[config.mk]
export PLATFORM = sky130hd
export DESIGN_NAME = three_axis_step_sequencer_flat
export DESIGN_NICKNAME = d
export VERILOG_FILES = /design/src/sv/tass_pkg.sv /design/src/sv/tass_in_if.sv /design/src/sv/tass_out_if.sv /design/src/sv/tass_core.sv /design/src/sv/three_axis_step_sequencer.sv /design/src/flat_wrapper.sv
export SDC_FILE = /design/constraint.sdc
export NUM_CORES = 1
export LEC_CHECK = 0
export ABC_AREA = 1
export BUFFER_PORTS_ARGS = -buffer_cell sky130_fd_sc_hd__buf_2
export CAP_MARGIN = 5
export CORE_ASPECT_RATIO = 0.9
export CORE_UTILIZATION = 55
export DETAILED_ROUTE_END_ITERATION = 6
export GPL_TIMING_DRIVEN = 0
export PLACE_DENSITY_LB_ADDON = 0.05
export SYNTH_ARGS = -nofsm -noshare
export SYNTH_HDL_FRONTEND = slang
export SYNTH_SLANG_ARGS = --single-unit
export TNS_END_PERCENT = 100
[constraint.sdc]
create_clock -name i_clk -period 10 [get_ports i_clk]
set_clock_uncertainty 0.15 [all_clocks]
set_input_delay 1 -clock i_clk [delete_from_list [all_inputs] [get_ports i_clk]]
set_output_delay 1 -clock i_clk [all_outputs]
set_load 0.1 [all_outputs]
[src/sv/tass_pkg.sv]
// Package for the three-axis step sequencer: widths, item kind codes and
// the input and result payload types. No dependencies.
`default_nettype none
package tass_pkg;

    localparam int STEP_COUNT_BITS = 20;
    localparam int DELAY_BITS      = 16;
    localparam int POSITION_BITS   = 32;
    localparam int NUM_AXES        = 3;
    localparam int AXIS_W          = 2;
    localparam int KIND_W          = 2;

    // Axis codes; AXIS_NONE marks "no axis due"
    localparam logic [AXIS_W-1:0] AXIS_X    = 2'd0;
    localparam logic [AXIS_W-1:0] AXIS_Y    = 2'd1;
    localparam logic [AXIS_W-1:0] AXIS_Z    = 2'd2;
    localparam logic [AXIS_W-1:0] AXIS_NONE = 2'd3;

    typedef enum logic [KIND_W-1:0] {
        KIND_TICK  = 2'd0,
        KIND_START = 2'd1,
        KIND_ESTOP = 2'd2,
        KIND_NOP   = 2'd3
    } t_kind;

    typedef logic [STEP_COUNT_BITS-1:0] t_count;
    typedef logic [DELAY_BITS-1:0]      t_delay;
    typedef logic [POSITION_BITS-1:0]   t_pos;

    typedef struct packed {
        logic [KIND_W-1:0]          kind;
        logic [STEP_COUNT_BITS-1:0] steps_x;
        logic [STEP_COUNT_BITS-1:0] steps_y;
        logic [STEP_COUNT_BITS-1:0] steps_z;
        logic [NUM_AXES-1:0]        dir_mask;
        logic [DELAY_BITS-1:0]      delay_x;
        logic [DELAY_BITS-1:0]      delay_y;
        logic [DELAY_BITS-1:0]      delay_z;
        logic [NUM_AXES-1:0]        endstop_mask;
    } t_in_item;

    typedef struct packed {
        logic [NUM_AXES-1:0]             step_mask;
        logic [NUM_AXES-1:0]             dir_out;
        logic                            busy_res;
        logic                            aborted;
        logic                            enabled;
        logic signed [POSITION_BITS-1:0] pos_x;
        logic signed [POSITION_BITS-1:0] pos_y;
        logic signed [POSITION_BITS-1:0] pos_z;
    } t_out_item;

endpackage
`default_nettype wire

[src/sv/tass_in_if.sv]
// Input channel of the step sequencer: valid/ready plus one input item.
// Depends on tass_pkg.
`default_nettype none
interface tass_in_if;
    logic               valid;
    logic               ready;
    tass_pkg::t_in_item data;

    modport source (output valid, output data, input ready);
    modport sink   (input valid, input data, output ready);
endinterface
`default_nettype wire

[src/sv/tass_out_if.sv]
// Result channel of the step sequencer: valid/ready plus one result item.
// Depends on tass_pkg.
`default_nettype none
interface tass_out_if;
    logic                valid;
    logic                ready;
    tass_pkg::t_out_item data;

    modport source (output valid, output data, input ready);
    modport sink   (input valid, input data, output ready);
endinterface
`default_nettype wire

[src/sv/tass_core.sv]
// Move state of the step sequencer and its update for one item.
// Produces the result item combinationally from state and item. Depends on tass_pkg.
`default_nettype none
module tass_core (
    input  wire logic                i_clk,
    input  wire logic                i_rst_n,
    input  wire logic                i_fire,
    input  wire tass_pkg::t_in_item  i_item,
    output tass_pkg::t_out_item      o_result
);

    localparam int NA = tass_pkg::NUM_AXES;
    localparam int SB = tass_pkg::STEP_COUNT_BITS;
    localparam int DB = tass_pkg::DELAY_BITS;
    localparam int PB = tass_pkg::POSITION_BITS;
    localparam int AW = tass_pkg::AXIS_W;

    logic                 r_active, n_active;
    logic [SB-1:0]        r_round, n_round;
    logic [AW-1:0]        r_phase, n_phase;
    logic [DB-1:0]        r_wait, n_wait;
    tass_pkg::t_count     r_counts [NA];
    tass_pkg::t_count     n_counts [NA];
    tass_pkg::t_delay     r_delays [NA];
    tass_pkg::t_delay     n_delays [NA];
    logic [NA-1:0]        r_dir, n_dir;
    tass_pkg::t_pos       r_pos [NA];
    tass_pkg::t_pos       n_pos [NA];
    logic                 r_abort, n_abort;
    logic                 r_enable, n_enable;

    logic [SB:0]          round_cur;
    logic [SB:0]          round_nxt;
    logic [NA-1:0]        due_cur;
    logic [NA-1:0]        due_nxt;
    logic [AW-1:0]        ax_cur;
    logic [AW-1:0]        ax_nxt;
    logic [AW-1:0]        ax;
    logic [SB:0]          round_use;
    logic [NA-1:0]        pulse;
    tass_pkg::t_count     start_counts [NA];
    tass_pkg::t_delay     start_delays [NA];
    tass_pkg::t_delay     ax_delay;
    tass_pkg::t_pos       ax_pos_step;

    assign start_counts[0] = i_item.steps_x;
    assign start_counts[1] = i_item.steps_y;
    assign start_counts[2] = i_item.steps_z;
    assign start_delays[0] = i_item.delay_x;
    assign start_delays[1] = i_item.delay_y;
    assign start_delays[2] = i_item.delay_z;

    // Due flags for this round and the next one, then the first due axis
    assign round_cur = {1'b0, r_round};
    assign round_nxt = round_cur + {{SB{1'b0}}, 1'b1};

    always_comb begin
        for (int a = 0; a < NA; a++) begin
            due_cur[a] = ({1'b0, r_counts[a]} > round_cur) && (AW'(a) >= r_phase);
            due_nxt[a] = ({1'b0, r_counts[a]} > round_nxt);
        end
    end

    always_comb begin
        ax_cur = tass_pkg::AXIS_NONE;
        ax_nxt = tass_pkg::AXIS_NONE;
        for (int a = NA - 1; a >= 0; a--) begin
            if (due_cur[a]) begin
                ax_cur = AW'(a);
            end
            if (due_nxt[a]) begin
                ax_nxt = AW'(a);
            end
        end
    end

    // Current round exhausted: move on to the next round
    assign ax        = (ax_cur != tass_pkg::AXIS_NONE) ? ax_cur : ax_nxt;
    assign round_use = (ax_cur != tass_pkg::AXIS_NONE) ? round_cur : round_nxt;

    // Delay and stepped position of the due axis
    always_comb begin
        case (ax)
            tass_pkg::AXIS_X: begin
                ax_delay    = r_delays[0];
                ax_pos_step = r_dir[0] ? r_pos[0] + PB'(1) : r_pos[0] - PB'(1);
            end
            tass_pkg::AXIS_Y: begin
                ax_delay    = r_delays[1];
                ax_pos_step = r_dir[1] ? r_pos[1] + PB'(1) : r_pos[1] - PB'(1);
            end
            tass_pkg::AXIS_Z: begin
                ax_delay    = r_delays[2];
                ax_pos_step = r_dir[2] ? r_pos[2] + PB'(1) : r_pos[2] - PB'(1);
            end
            default: begin
                ax_delay    = '0;
                ax_pos_step = '0;
            end
        endcase
    end

    always_comb begin
        n_active = r_active;
        n_round  = r_round;
        n_phase  = r_phase;
        n_wait   = r_wait;
        n_dir    = r_dir;
        n_abort  = r_abort;
        n_enable = r_enable;
        pulse    = '0;
        for (int a = 0; a < NA; a++) begin
            n_counts[a] = r_counts[a];
            n_delays[a] = r_delays[a];
            n_pos[a]    = r_pos[a];
        end

        case (tass_pkg::t_kind'(i_item.kind))
            tass_pkg::KIND_START: begin
                if (!r_active) begin
                    for (int a = 0; a < NA; a++) begin
                        n_counts[a] = start_counts[a];
                        n_delays[a] = start_delays[a];
                    end
                    n_dir    = i_item.dir_mask;
                    n_round  = '0;
                    n_phase  = tass_pkg::AXIS_X;
                    n_wait   = '0;
                    n_abort  = 1'b0;
                    n_active = (i_item.steps_x != '0) || (i_item.steps_y != '0)
                            || (i_item.steps_z != '0);
                end
            end
            tass_pkg::KIND_ESTOP: begin
                if (r_active) begin
                    n_abort = 1'b1;
                end
                n_active = 1'b0;
                n_enable = 1'b0;
            end
            tass_pkg::KIND_TICK: begin
                if (r_active) begin
                    if (r_wait != '0) begin
                        n_wait = r_wait - DB'(1);
                    end else if (ax == tass_pkg::AXIS_NONE) begin
                        n_active = 1'b0;
                    end else if (i_item.endstop_mask[ax]) begin
                        n_active = 1'b0;
                        n_abort  = 1'b1;
                    end else begin
                        pulse[ax] = 1'b1;
                        for (int a = 0; a < NA; a++) begin
                            if (AW'(a) == ax) begin
                                n_pos[a] = ax_pos_step;
                            end
                        end
                        n_wait = (ax_delay == '0) ? '0 : ax_delay - DB'(1);
                        if (ax == tass_pkg::AXIS_Z) begin
                            n_phase = tass_pkg::AXIS_X;
                            n_round = SB'(round_use + {{SB{1'b0}}, 1'b1});
                        end else begin
                            n_phase = ax + AW'(1);
                            n_round = round_use[SB-1:0];
                        end
                    end
                end
            end
            default: begin
                // unused kind: hold
            end
        endcase
    end

    always_ff @(posedge i_clk) begin
        if (!i_rst_n) begin
            r_active <= 1'b0;
            r_round  <= '0;
            r_phase  <= tass_pkg::AXIS_X;
            r_wait   <= '0;
            r_dir    <= '0;
            r_abort  <= 1'b0;
            r_enable <= 1'b1;
            for (int a = 0; a < NA; a++) begin
                r_counts[a] <= '0;
                r_delays[a] <= '0;
                r_pos[a]    <= '0;
            end
        end else if (i_fire) begin
            r_active <= n_active;
            r_round  <= n_round;
            r_phase  <= n_phase;
            r_wait   <= n_wait;
            r_dir    <= n_dir;
            r_abort  <= n_abort;
            r_enable <= n_enable;
            for (int a = 0; a < NA; a++) begin
                r_counts[a] <= n_counts[a];
                r_delays[a] <= n_delays[a];
                r_pos[a]    <= n_pos[a];
            end
        end
    end

    always_comb begin
        o_result.step_mask = pulse;
        o_result.dir_out   = n_dir;
        o_result.busy_res  = n_active;
        o_result.aborted   = n_abort;
        o_result.enabled   = n_enable;
        o_result.pos_x     = n_pos[0];
        o_result.pos_y     = n_pos[1];
        o_result.pos_z     = n_pos[2];
    end

endmodule
`default_nettype wire

[src/sv/three_axis_step_sequencer.sv]
// An item passes the input register, then the core and the result register.
// Throughput: one item per cycle unless the result side stalls.
// Both registers advance while the result side takes or the result register is empty.
// Reset (synchronous, active low): idle, positions and counts zero, enable set,
// both register stages empty, input not ready.
// Top level: input register, state update core and result register.
// Depends on tass_pkg, tass_in_if, tass_out_if and tass_core.
`default_nettype none
module three_axis_step_sequencer (
    input  wire logic   i_clk,
    input  wire logic   i_rst_n,
    tass_in_if.sink     i_in,
    tass_out_if.source  o_out
);

    logic                r_in_valid;
    tass_pkg::t_in_item  r_in;
    logic                r_out_valid;
    tass_pkg::t_out_item r_out;
    tass_pkg::t_out_item core_result;
    logic                out_free;
    logic                fire;

    assign out_free   = !r_out_valid || o_out.ready;
    assign fire       = r_in_valid && out_free;
    assign i_in.ready = i_rst_n && (!r_in_valid || out_free);

    always_ff @(posedge i_clk) begin
        if (!i_rst_n) begin
            r_in_valid <= 1'b0;
        end else if (i_in.ready) begin
            r_in_valid <= i_in.valid;
        end
    end

    // Payload holds while stalled
    always_ff @(posedge i_clk) begin
        if (i_in.ready && i_in.valid) begin
            r_in <= i_in.data;
        end
    end

    tass_core u_core (
        .i_clk    (i_clk),
        .i_rst_n  (i_rst_n),
        .i_fire   (fire),
        .i_item   (r_in),
        .o_result (core_result)
    );

    always_ff @(posedge i_clk) begin
        if (!i_rst_n) begin
            r_out_valid <= 1'b0;
        end else if (out_free) begin
            r_out_valid <= r_in_valid;
        end
    end

    always_ff @(posedge i_clk) begin
        if (fire) begin
            r_out <= core_result;
        end
    end

    assign o_out.valid = r_out_valid;
    assign o_out.data  = r_out;

endmodule
`default_nettype wire

[src/flat_wrapper.sv]
// flat-port wrapper written by rule: the top's interface ports become plain ports
module three_axis_step_sequencer_flat 
  (i_clk, i_rst_n, i_in_valid, i_in_data, i_in_ready, o_out_valid, o_out_data, o_out_ready);
  tass_in_if i_in_i ();
  tass_out_if o_out_i ();
  input  wire logic i_clk;
  input  wire logic i_rst_n;
  input wire logic [$bits(i_in_i.valid)-1:0] i_in_valid;
  input wire logic [$bits(i_in_i.data)-1:0] i_in_data;
  output wire logic [$bits(i_in_i.ready)-1:0] i_in_ready;
  output wire logic [$bits(o_out_i.valid)-1:0] o_out_valid;
  output wire logic [$bits(o_out_i.data)-1:0] o_out_data;
  input wire logic [$bits(o_out_i.ready)-1:0] o_out_ready;
  assign i_in_i.valid = i_in_valid;
  assign i_in_i.data = i_in_data;
  assign i_in_ready = i_in_i.ready;
  assign o_out_valid = o_out_i.valid;
  assign o_out_data = o_out_i.data;
  assign o_out_i.ready = o_out_ready;
  three_axis_step_sequencer u_core (.i_clk(i_clk), .i_rst_n(i_rst_n), .i_in(i_in_i), .o_out(o_out_i));
endmodule
==> impl_metrics.env, run 1 <==
export IMPL_clock_sinks=471
export IMPL_cts_inserted_buffers=49
export IMPL_leakage_nw=14.35
export IMPL_portBuffers=226
export IMPL_grt_overflow_total=0
export IMPL_grtUsageMet2=0.5097
export IMPL_hold_class="reg2reg"
export IMPL_cp_start_kind="flop"
export IMPL_die_h_um=216.7
export IMPL_vias_per_cell=5.617
export IMPL_netlist_instances=3180
export IMPL_num_rows=78
export IMPL_clkSlewWorstSetupHoldPaths_ns=0.07
export IMPL_synth_top_family_by_area="simple AND/OR/NAND/NOR gates"
export IMPL_slew_headroom=0.1183
export IMPL_grt_pass1_wl_um=122400
export IMPL_met1_usage=0.3998
export IMPL_critical_path_required_ns=10.20
export IMPL_crit_type="reg2reg"
export IMPL_use_met3=0.04089
export IMPL_reg2reg_from="u_core.u_core.r_round[0]"
export IMPL_setup_viol=0
export IMPL_setup_ws_ns=3.620
export IMPL_dp_slack_ns=3.737
export IMPL_post_cts_setup_buffers=0
export IMPL_report_final_slew_viol_count=0
export IMPL_clk_insertion_delay_late_ns=0.62
export IMPL_coreArea_mm2=0.05046
export IMPL_syn_nets=3503
export IMPL_grt_antenna_before_repair=0
export IMPL_crit_path_end_kind="flop"
export IMPL_synth_most_common_cell="inv_1"
export IMPL_yosysSeqAreaShare=0.4859
export IMPL_fin_cells=4186
export IMPL_drt_antenna_violating_nets=0
export IMPL_postLayoutCoreUtil=0.6330
export IMPL_antenna_cells=0
export IMPL_wl_um=79670
export IMPL_cts_root_buf="clkbuf_16"
export IMPL_ys_ff_latch=471
export IMPL_track_usage=0.3060
export IMPL_worst_slew_pin_slew_ns=1.321
export IMPL_min_from="u_core.u_core.r_wait[0]"
export IMPL_clockBufferDepth=3
export IMPL_setup_tns_ns=0
export IMPL_synth_ff_type="edfxtp_1"
export IMPL_synth_top_area_share=0.4532
export IMPL_synth_simple_area_share=0.2047
export IMPL_crit_arrival_ns=6.58
export IMPL_drive_gt1_frac=0.1409
export IMPL_cts_tree="built"
export IMPL_place_congestion=0.9454
export IMPL_cap_violations=0
export IMPL_period_needed_ns=6.380
export IMPL_wl_per_cell_um=19.03
export IMPL_synthXorXnorAreaFrac=0.01928
export IMPL_dr_pass1_iters=6
export IMPL_yosysTopAreaCell="edfxtp_1"
export IMPL_critPathLaunch="u_core.u_core.r_round[0]"
export IMPL_fmax_mhz=156.7
export IMPL_status="finished clean"
export IMPL_grt_max_degree=80
export IMPL_cts_repair_resized=0
export IMPL_drt_iter0_drc=2178
export IMPL_grt_pass1_vias=22470
export IMPL_dpl_hpwl_um=62280
export IMPL_yosys_warnings=0
export IMPL_p_per_area_mw_per_mm2=173.0
export IMPL_synthTopCellsByCount="461 x inv_1, 460 x nand2_1, 425 x edfxtp_1"
export IMPL_min_period_over_period=0.6380
export IMPL_synth_edf_count=425
export IMPL_avgSynthCellArea_um2=8.855
export IMPL_hold_viol_final=0
export IMPL_ios=227
export IMPL_synthTopCellsByArea="edfxtp_1 45%, ha_1 8.9%, inv_1 6.1%"
export IMPL_synth_compound_area_frac=0.1227
export IMPL_die_area_mm2=0.05211
export IMPL_peakVddDrop_mv=0.1605
export IMPL_grt_busiest_layer="met2"
export IMPL_syn_cell_area_mm2=0.02816
export IMPL_placed_cells=4094
export IMPL_holdBufCountCts=0
export IMPL_worstPathMaxFanout=10
export IMPL_initial_core_util=0.5581
export IMPL_h_tree_depth=2
export IMPL_rsz0062_at_grt="no"
export IMPL_fin_total_pwr_mw=5.524
export IMPL_synthToLayoutAreaGrowth_pct=13.43
export IMPL_drc=0
export IMPL_async_flop_share=0
export IMPL_vias=23510
export IMPL_synthMuxAreaShare=0
export IMPL_synth_fa_ha_area_frac=0.09100
export IMPL_nets=3789
export IMPL_fp_dieW_um=240.5
export IMPL_netlist_cell_type_count=64
path summary, 6_finish.rpt:
path                                endpoint  slack, ns  cells past startpoint
setup / recovery  u_core.u_core.r_pos[0][21]       3.62                     23
setup reg to reg  u_core.u_core.r_pos[0][21]       3.62                     23
hold / removal       u_core.u_core.r_wait[0]       0.33                      2
hold reg to reg      u_core.u_core.r_wait[0]       0.33                      2
placed cells by master, fill, tap and decap left out, types with 5 or more instances in the layout:
master	n
o21a_1	12
nor2_2	9
a21o_1	19
clkbuf_1	55
nand4_1	64
o21ai_1	22
nand3_2	8
nor2_4	5
o221ai_1	7
nor2_1	403
or2_1	7
a21boi_0	7
or2_2	78
buf_6	6
clkinvlp_4	6
xnor2_1	17
clkbuf_16	49
o21ai_0	206
inv_2	7
ha_1	200
nand3_1	157
edfxtp_1	425
o22ai_1	6
a31oi_1	8
a21oi_1	250
o211ai_1	22
buf_12	6
xor2_1	45
nor3_1	33
dfxtp_1	46
a211oi_1	13
nand2_1	459
buf_2	247
clkinv_1	9
a211oi_2	11
inv_1	460
nor4_1	19
o21bai_1	10
clkinv_2	7
nand2_2	16
state kept, by name, summed over array words and instances (netlist names):
| signal | count |
|---|---|
| u_core.r_in | 116 |
| u_core.o_out.data | 105 |
| u_core.u_core.r_pos | 96 |
| u_core.u_core.r_counts | 60 |
| u_core.u_core.r_delays | 48 |
| u_core.u_core.r_round | 20 |
| u_core.u_core.r_wait | 16 |
| u_core.u_core.r_dir | 3 |
| u_core.u_core.r_phase | 2 |
| u_core.o_out.valid | 1 |
| u_core.r_in_valid | 1 |
| u_core.u_core.r_abort | 1 |
| u_core.u_core.r_active | 1 |
| u_core.u_core.r_enable | 1 |
kinds of logic after synthesis:
| kind of cell | count (synthesis) |
|---|---|
| buf+inv | 550 |
| fa+ha+maj | 203 |
| flops | 471 |
| compound gates | 610 |
| xor+xnor | 62 |
| simple gates | 1284 |
metrics by stage:
step                      cell area, um2  hold slack, ns
after floorplan                    28160          0.2944
after global placement             30140          0.3056
after detailed placement           30350          0.3139
after CTS                          31910          0.3236
after global routing               31940          0.3579
final                              31940          0.3275
power breakdown:
group          switching [mW]  leakage [nW]  total (mW)  internal [mW]
Clock                   0.819         0.752        1.80          0.981
Combinational            1.01          8.99        1.41          0.400
Sequential             0.0569          4.61        2.32           2.26
layout make-up:
type / instances / area [um2]
well taps: 680 / 850.8
repair buffers: 235 / 1334
clock inverters: 33 / 297.8
multi-input cells: 2159 / 12350
fillers: 4426 / 18520
flip-flops and latches: 471 / 13680
clock buffers: 58 / 1270
plain buffers: 78 / 371.6
inverters: 472 / 1780
metal layers:
metal  wire length (um)  part of all wire
met5                  0                 0
met4               3276             0.041
met3               5014             0.063
met2              37610              0.47
met1              33760              0.42
critical path, cell delays in order, from the launching register on:
cell and delay (ns):
dfxtp_1 0.54, inv_1 0.19, nor2_2 0.31, nand3_1 0.14
or3_1 0.39, xor2_1 0.43, ha_1 0.21, nand2_1 0.12
nor4_1 0.29, nand4_1 0.18, nor3_1 0.28, nand3_1 0.13
nand2_2 0.15, nand2_1 0.12, nand2_2 0.09, nand2_4 0.12
nand3_2 0.22, buf_2 0.41, buf_1 0.58, o21ai_0 0.33
nor2_1 0.24, inv_1 0.14, o21ai_0 0.23, nor2_1 0.07
No activity file was read; power rests on OpenSTA's default activity.
==> run 2, diff against run 1 <==
Clock period 10 ns to 5.75 ns, I/O delays scaled along.
==> run 2 against run 1 <==
Net effect: wire length is 5.8% higher; setup slack got worse by 3.5 ns; register-to-register slack lost 3.5 ns; largest power group unchanged.
==> impl_metrics.env, run 2 (same netlist as run 1, synthesis figures left out) <==
export IMPL_ios=227
export IMPL_crit_type="reg2reg"
export IMPL_fin_total_pwr_mw=10.03
export IMPL_report_final_slew_viol_count=0
export IMPL_cts_inserted_buffers=48
export IMPL_min_from="i_in_data[98]"
export IMPL_status="finished clean"
export IMPL_slew_headroom=0.3199
export IMPL_crit_arrival_ns=5.75
export IMPL_wl_per_cell_um=19.58
export IMPL_holdPathEnd="u_core.r_in[98]"
export IMPL_dpl_hpwl_um=62870
export IMPL_clkSlewWorstSetupHoldPaths_ns=0.06
export IMPL_peakVddDrop_mv=0.3377
export IMPL_cpLargestDelayFamily="simple AND/OR/NAND/NOR gates"
export IMPL_vias_per_cell=5.622
export IMPL_coreArea_mm2=0.05046
export IMPL_fmax_mhz=179.2
export IMPL_worst_slew_pin_slew_ns=1.011
export IMPL_largest_reg_flops=116
export IMPL_cp_slowest_cell="dfxtp_2"
export IMPL_whs_ns=0.01144
export IMPL_placed_cells=4094
export IMPL_initial_core_util=0.5581
export IMPL_nets=3910
export IMPL_dp_slack_ns=-0.5217
export IMPL_hold_viol_final=0
export IMPL_grt_max_degree=79
export IMPL_cap_violations=0
export IMPL_leakage_nw=15.02
export IMPL_r2r_end="u_core.u_core.r_pos[0][5]"
export IMPL_setup_ws_ns=0.1687
export IMPL_worstPathMaxFanout=10
export IMPL_drc=0
export IMPL_die_h_um=216.7
export IMPL_postLayoutCoreUtil=0.6636
export IMPL_place_congestion=0.9646
export IMPL_cts_tree="built"
export IMPL_final_common_cell="nand2_1"
export IMPL_most_common_layout_cells="458 x nand2_1, 457 x inv_1, 425 x edfxtp_1"
export IMPL_p_per_area_mw_per_mm2=299.4
export IMPL_reg2reg_from="u_core.u_core.r_round[0]"
export IMPL_hold_class="in2reg"
export IMPL_fin_cells=4306
export IMPL_num_rows=78
export IMPL_routedLengthMet1_um=34850
export IMPL_crit_top_cell="nand2_1"
export IMPL_critPathLaunch="u_core.u_core.r_round[0]"
export IMPL_grt_pass1_vias=23400
export IMPL_antenna_cells=0
export IMPL_min_period_over_period=0.9707
export IMPL_clockBufferDepth=3
export IMPL_drt_iter0_drc=2291
export IMPL_regMostFlops="u_core.r_in"
export IMPL_clock_sinks=471
export IMPL_grt_pass1_wl_um=127800
export IMPL_die_area_mm2=0.05211
export IMPL_h_tree_depth=2
export IMPL_dr_pass1_iters=6
export IMPL_cp_start_kind="flop"
export IMPL_setup_viol=0
export IMPL_critical_path_required_ns=5.92
export IMPL_critical_path_buf_inv_count=4
export IMPL_dr_max_layer_used="met5"
export IMPL_fp_dieW_um=240.5
export IMPL_wl_met2_um=41280
export IMPL_track_usage=0.3213
export IMPL_max_stage_delay_ns=0.44
export IMPL_wl_met3_um=5197
export IMPL_grt_antenna_before_repair=1
export IMPL_r2r_cells=26
export IMPL_period_needed_ns=5.581
export IMPL_clk_insertion_delay_late_ns=0.62
export IMPL_holdPathStages=1
export IMPL_wl_um=84320
export IMPL_r2r_slack_ns=0.17
export IMPL_fill_cells=4024
export IMPL_drt_antenna_violating_nets=0
export IMPL_drive_gt1_frac=0.1486
export IMPL_cts_root_buf="clkbuf_16"
export IMPL_synthToLayoutAreaGrowth_pct=18.91
export IMPL_vias=24210
export IMPL_grt_overflow_total=0
export IMPL_crit_path_end_kind="flop"
export IMPL_portBuffers=226
## run 2: changes by cell type in the layout (fill, tap and decap cells not counted), moves of 6 or more
cell and delta:
dlygate4sd3_1 +111, clkbuf_1 -12, buf_4 +10, bufinv_16 +8
clkbuf_2 +6
## run 2: cell type report
| class | count | area, um2 | area share |
|---|---|---|---|
| flip-flops and latches | 471 | 13690 | 0.4087 |
| multi-input cells | 2159 | 12470 | 0.3724 |
| repair buffers | 356 | 2560 | 0.07645 |
| inverters | 472 | 1793 | 0.05355 |
| clock buffers | 51 | 1212 | 0.03621 |
| well taps | 680 | 850.8 | 0.02541 |
| clock inverters | 38 | 499.2 | 0.01491 |
| plain buffers | 78 | 410.4 | 0.01226 |
| repair inverters | 1 | 5.005 | 0.0001495 |
## run 2: repair_timing
item	CTS	global route
gates resized for setup	9	49
setup endpoints to repair	200	209
gates cloned	1	0
hold endpoints to repair	109	2
pin swaps	0	1
setup buffers	0	9
hold buffers	109	2
## run 2: worst max-delay path by stage
stage	end	slack, ns	cells after the start
after floorplan	u_core.u_core.r_wait[11]	0.98	10
after global placement	u_core.u_core.r_pos[0][53]	-0.56	23
after detailed placement	u_core.u_core.r_pos[0][53]	-0.52	27
after CTS	u_core.u_core.r_pos[0][53]	-0.03	20
after global routing	u_core.u_core.r_pos[0][6]	-0.02	31
final	u_core.u_core.r_pos[0][5]	0.17	26
## run 2: where the power goes
| group | switching [mW] | leakage (nW) | internal, mW | total (mW) |
|---|---|---|---|---|
| clock | 1.44 | 0.839 | 2.00 | 3.44 |
| combinational | 1.79 | 9.57 | 0.768 | 2.56 |
| sequential | 0.0993 | 4.61 | 3.93 | 4.03 |
## run 2: stage by stage
stage	setup TNS (ns)	cell area, um2
floorplan	0	28170
global placement	-93.20	30150
detailed placement	-39.30	30350
CTS	-0.03035	33190
global route	-0.09278	33480
finish	0	33480
## run 2: layer usage
| layer | vias to the layer above | global-route usage |
|---|---|---|
| met5 | - | 0 |
| met2 | 929 | 0.5550 |
| met4 | 2 | 0.1238 |
| met1 | 11450 | 0.4132 |
| met3 | 157 | 0.03337 |
| li1 | 11670 | - |
==> run 3, diff against run 2 <==
==> constraint.sdc (replaced) <==
create_clock -name i_clk -period 5.75 [get_ports i_clk]
set_clock_uncertainty 0.15 [all_clocks]
set_input_delay 1.15 -clock i_clk [delete_from_list [all_inputs] [get_ports i_clk]]
set_output_delay 1.15 -clock i_clk [all_outputs]
set_load 0.1 [all_outputs]
==> run 3 against run 2 <==
Net effect: global-route usage down 1.2 points; wire length down 3.9%; largest power group unchanged; sequential share of layout area up 1.4 points; utilization down 2.2 points; highest routed layer unchanged; total power down 0.88%.
==> impl_metrics.env, run 3 (same netlist as run 1, synthesis figures left out) <==
export IMPL_status="finished clean"
export IMPL_holdBufCountCts=0
export IMPL_final_common_cell="nand2_1"
export IMPL_setup_tns_ns=0
export IMPL_die_area_mm2=0.05211
export IMPL_die_h_um=216.7
export IMPL_holdPathStages=2
export IMPL_grt_pass1_wl_um=123300
export IMPL_setup_ws_ns=0.1539
export IMPL_crit_arrival_ns=5.77
export IMPL_grt_antenna_before_repair=1
export IMPL_most_common_layout_cells="458 x nand2_1, 457 x inv_1, 425 x edfxtp_1"
export IMPL_clk_insertion_delay_late_ns=0.61
export IMPL_final_seq_area_mm2=0.01369
export IMPL_cap_violations=0
export IMPL_holdPathEnd="u_core.u_core.r_wait[15]"
export IMPL_dpl_hpwl_um=62870
export IMPL_clockBufferDepth=3
export IMPL_multiInputGateArea_mm2=0.01247
export IMPL_hold_viol_final=0
export IMPL_drc=0
export IMPL_regMostFlops="u_core.r_in"
export IMPL_fmax_mhz=178.7
export IMPL_fill_cells=4191
export IMPL_num_rows=78
export IMPL_track_usage=0.3095
export IMPL_reg2reg_from="u_core.u_core.r_round[0]"
export IMPL_dp_slack_ns=-0.5217
export IMPL_vias_per_cell=5.635
export IMPL_max_stage_delay_ns=0.44
export IMPL_hold_class="reg2reg"
export IMPL_cp_start_kind="flop"
export IMPL_cts_root_buf="clkbuf_16"
export IMPL_cp_slowest_cell="dfxtp_2"
export IMPL_crit_path_end_kind="flop"
export IMPL_worstPathMaxFanout=10
export IMPL_critical_path_required_ns=5.92
export IMPL_report_final_slew_viol_count=0
export IMPL_whs_ns=0.3180
export IMPL_min_period_over_period=0.9732
export IMPL_place_congestion=0.9646
export IMPL_drt_iter0_drc=2135
export IMPL_grt_pass1_vias=22490
export IMPL_worst_slew_pin_slew_ns=1.058
export IMPL_r2r_cells=26
export IMPL_synthToLayoutAreaGrowth_pct=14.96
export IMPL_antenna_cells=0
export IMPL_dr_pass1_iters=5
export IMPL_crit_type="reg2reg"
export IMPL_drive_gt1_frac=0.1533
export IMPL_largest_reg_flops=116
export IMPL_cts_inserted_buffers=48
export IMPL_wl_per_cell_um=19.32
export IMPL_slew_headroom=0.2884
export IMPL_grt_max_degree=79
export IMPL_h_tree_depth=2
export IMPL_r2r_slack_ns=0.15
export IMPL_drt_antenna_violating_nets=0
export IMPL_vias=23640
export IMPL_cts_tree="built"
export IMPL_grt_overflow_total=0
export IMPL_leakage_nw=14.56
export IMPL_r2r_end="u_core.u_core.r_pos[0][5]"
export IMPL_portBuffers=226
export IMPL_fp_dieW_um=240.5
export IMPL_clock_sinks=471
export IMPL_setup_viol=0
export IMPL_p_per_area_mw_per_mm2=307.0
export IMPL_period_needed_ns=5.596
export IMPL_ios=227
export IMPL_nets=3799
export IMPL_peakVddDrop_mv=0.3107
export IMPL_wl_um=81050
export IMPL_min_from="u_core.u_core.r_wait[15]"
export IMPL_clkSlewWorstSetupHoldPaths_ns=0.07
export IMPL_crit_top_cell="nand2_1"
export IMPL_initial_core_util=0.5581
export IMPL_coreArea_mm2=0.05046
[run 3: changes by cell type in the layout (fill, tap and decap cells not counted)]
| cell | previous run | this run |
|---|---|---|
| dlygate4sd3_1 | 111 | 0 |
| o21ai_0 | 204 | 203 |
| o21ai_1 | 24 | 25 |
[run 3: timing repair]
item / in CTS / in global routing
gates resized for setup: 9 / 50
gates cloned: 1 / 0
buffers inserted: 0 / 9
pin swaps: 0 / 2
setup endpoints to repair: 200 / 209
[run 3: final cells by class]
type,count,area share
tap,680,0.02628
sequential,471,0.4227
inverter,472,0.05538
timing repair buffer,245,0.04476
buffer,78,0.01268
multi-input combinational,2159,0.3851
clock buffer,51,0.03745
clock inverter,38,0.01542
timing repair inverter,1,0.0001546
[run 3: worst max path at each step]
stage,from,endpoint,slack (ns),cells after the start
global route,u_core.u_core.r_round[0],u_core.u_core.r_pos[0][6],-0.002,31
CTS,u_core.u_core.r_dir[0],u_core.u_core.r_pos[0][53],-0.03,20
floorplan,o_out_ready,u_core.u_core.r_wait[11],0.58,11
finish,u_core.u_core.r_round[0],u_core.u_core.r_pos[0][5],0.15,26
detailed placement,u_core.u_core.r_round[0],u_core.u_core.r_pos[0][53],-0.52,27
global placement,i_rst_n,u_core.r_in[97],-1.06,4
[run 3: critical path, delay by kind of cell, from the launching register on]
family | cells | cell delay (ns)
AO/OA/AOI/OAI | 3 | 0.26
buffers and inverters | 4 | 0.76
AND/OR/NAND/NOR | 16 | 2.81
flip-flops | 1 | 0.44
XOR/XNOR | 1 | 0.23
adder cells (fa/ha/maj) | 2 | 0.62
[run 3: report_power, final]
| part | internal [mW] | switching, mW |
|---|---|---|
| sequential | 3.93 | 0.0978 |
| combinational | 0.719 | 1.77 |
| clock | 2.00 | 1.42 |
| total | 6.65 | 3.29 |
[run 3: metal layers]
metal	track usage	share of wire	up-vias
met5	0	0.00016	-
met4	0.1200	0.037	2
met3	0.03299	0.058	148
met2	0.5222	0.48	837
met1	0.4083	0.42	11210
li1	-	-	11450
[run 3: stage by stage]
stage	instance area, um2	power, mW	instances	utilization
global placement	30150	6.463	4086	0.5975
global route	32370	10.34	4195	0.6416
finish	32370	9.939	4195	0.6416
detailed placement	30350	6.501	4094	0.6016
CTS	32100	9.896	4184	0.6361
floorplan	28170	5.805	3180	-
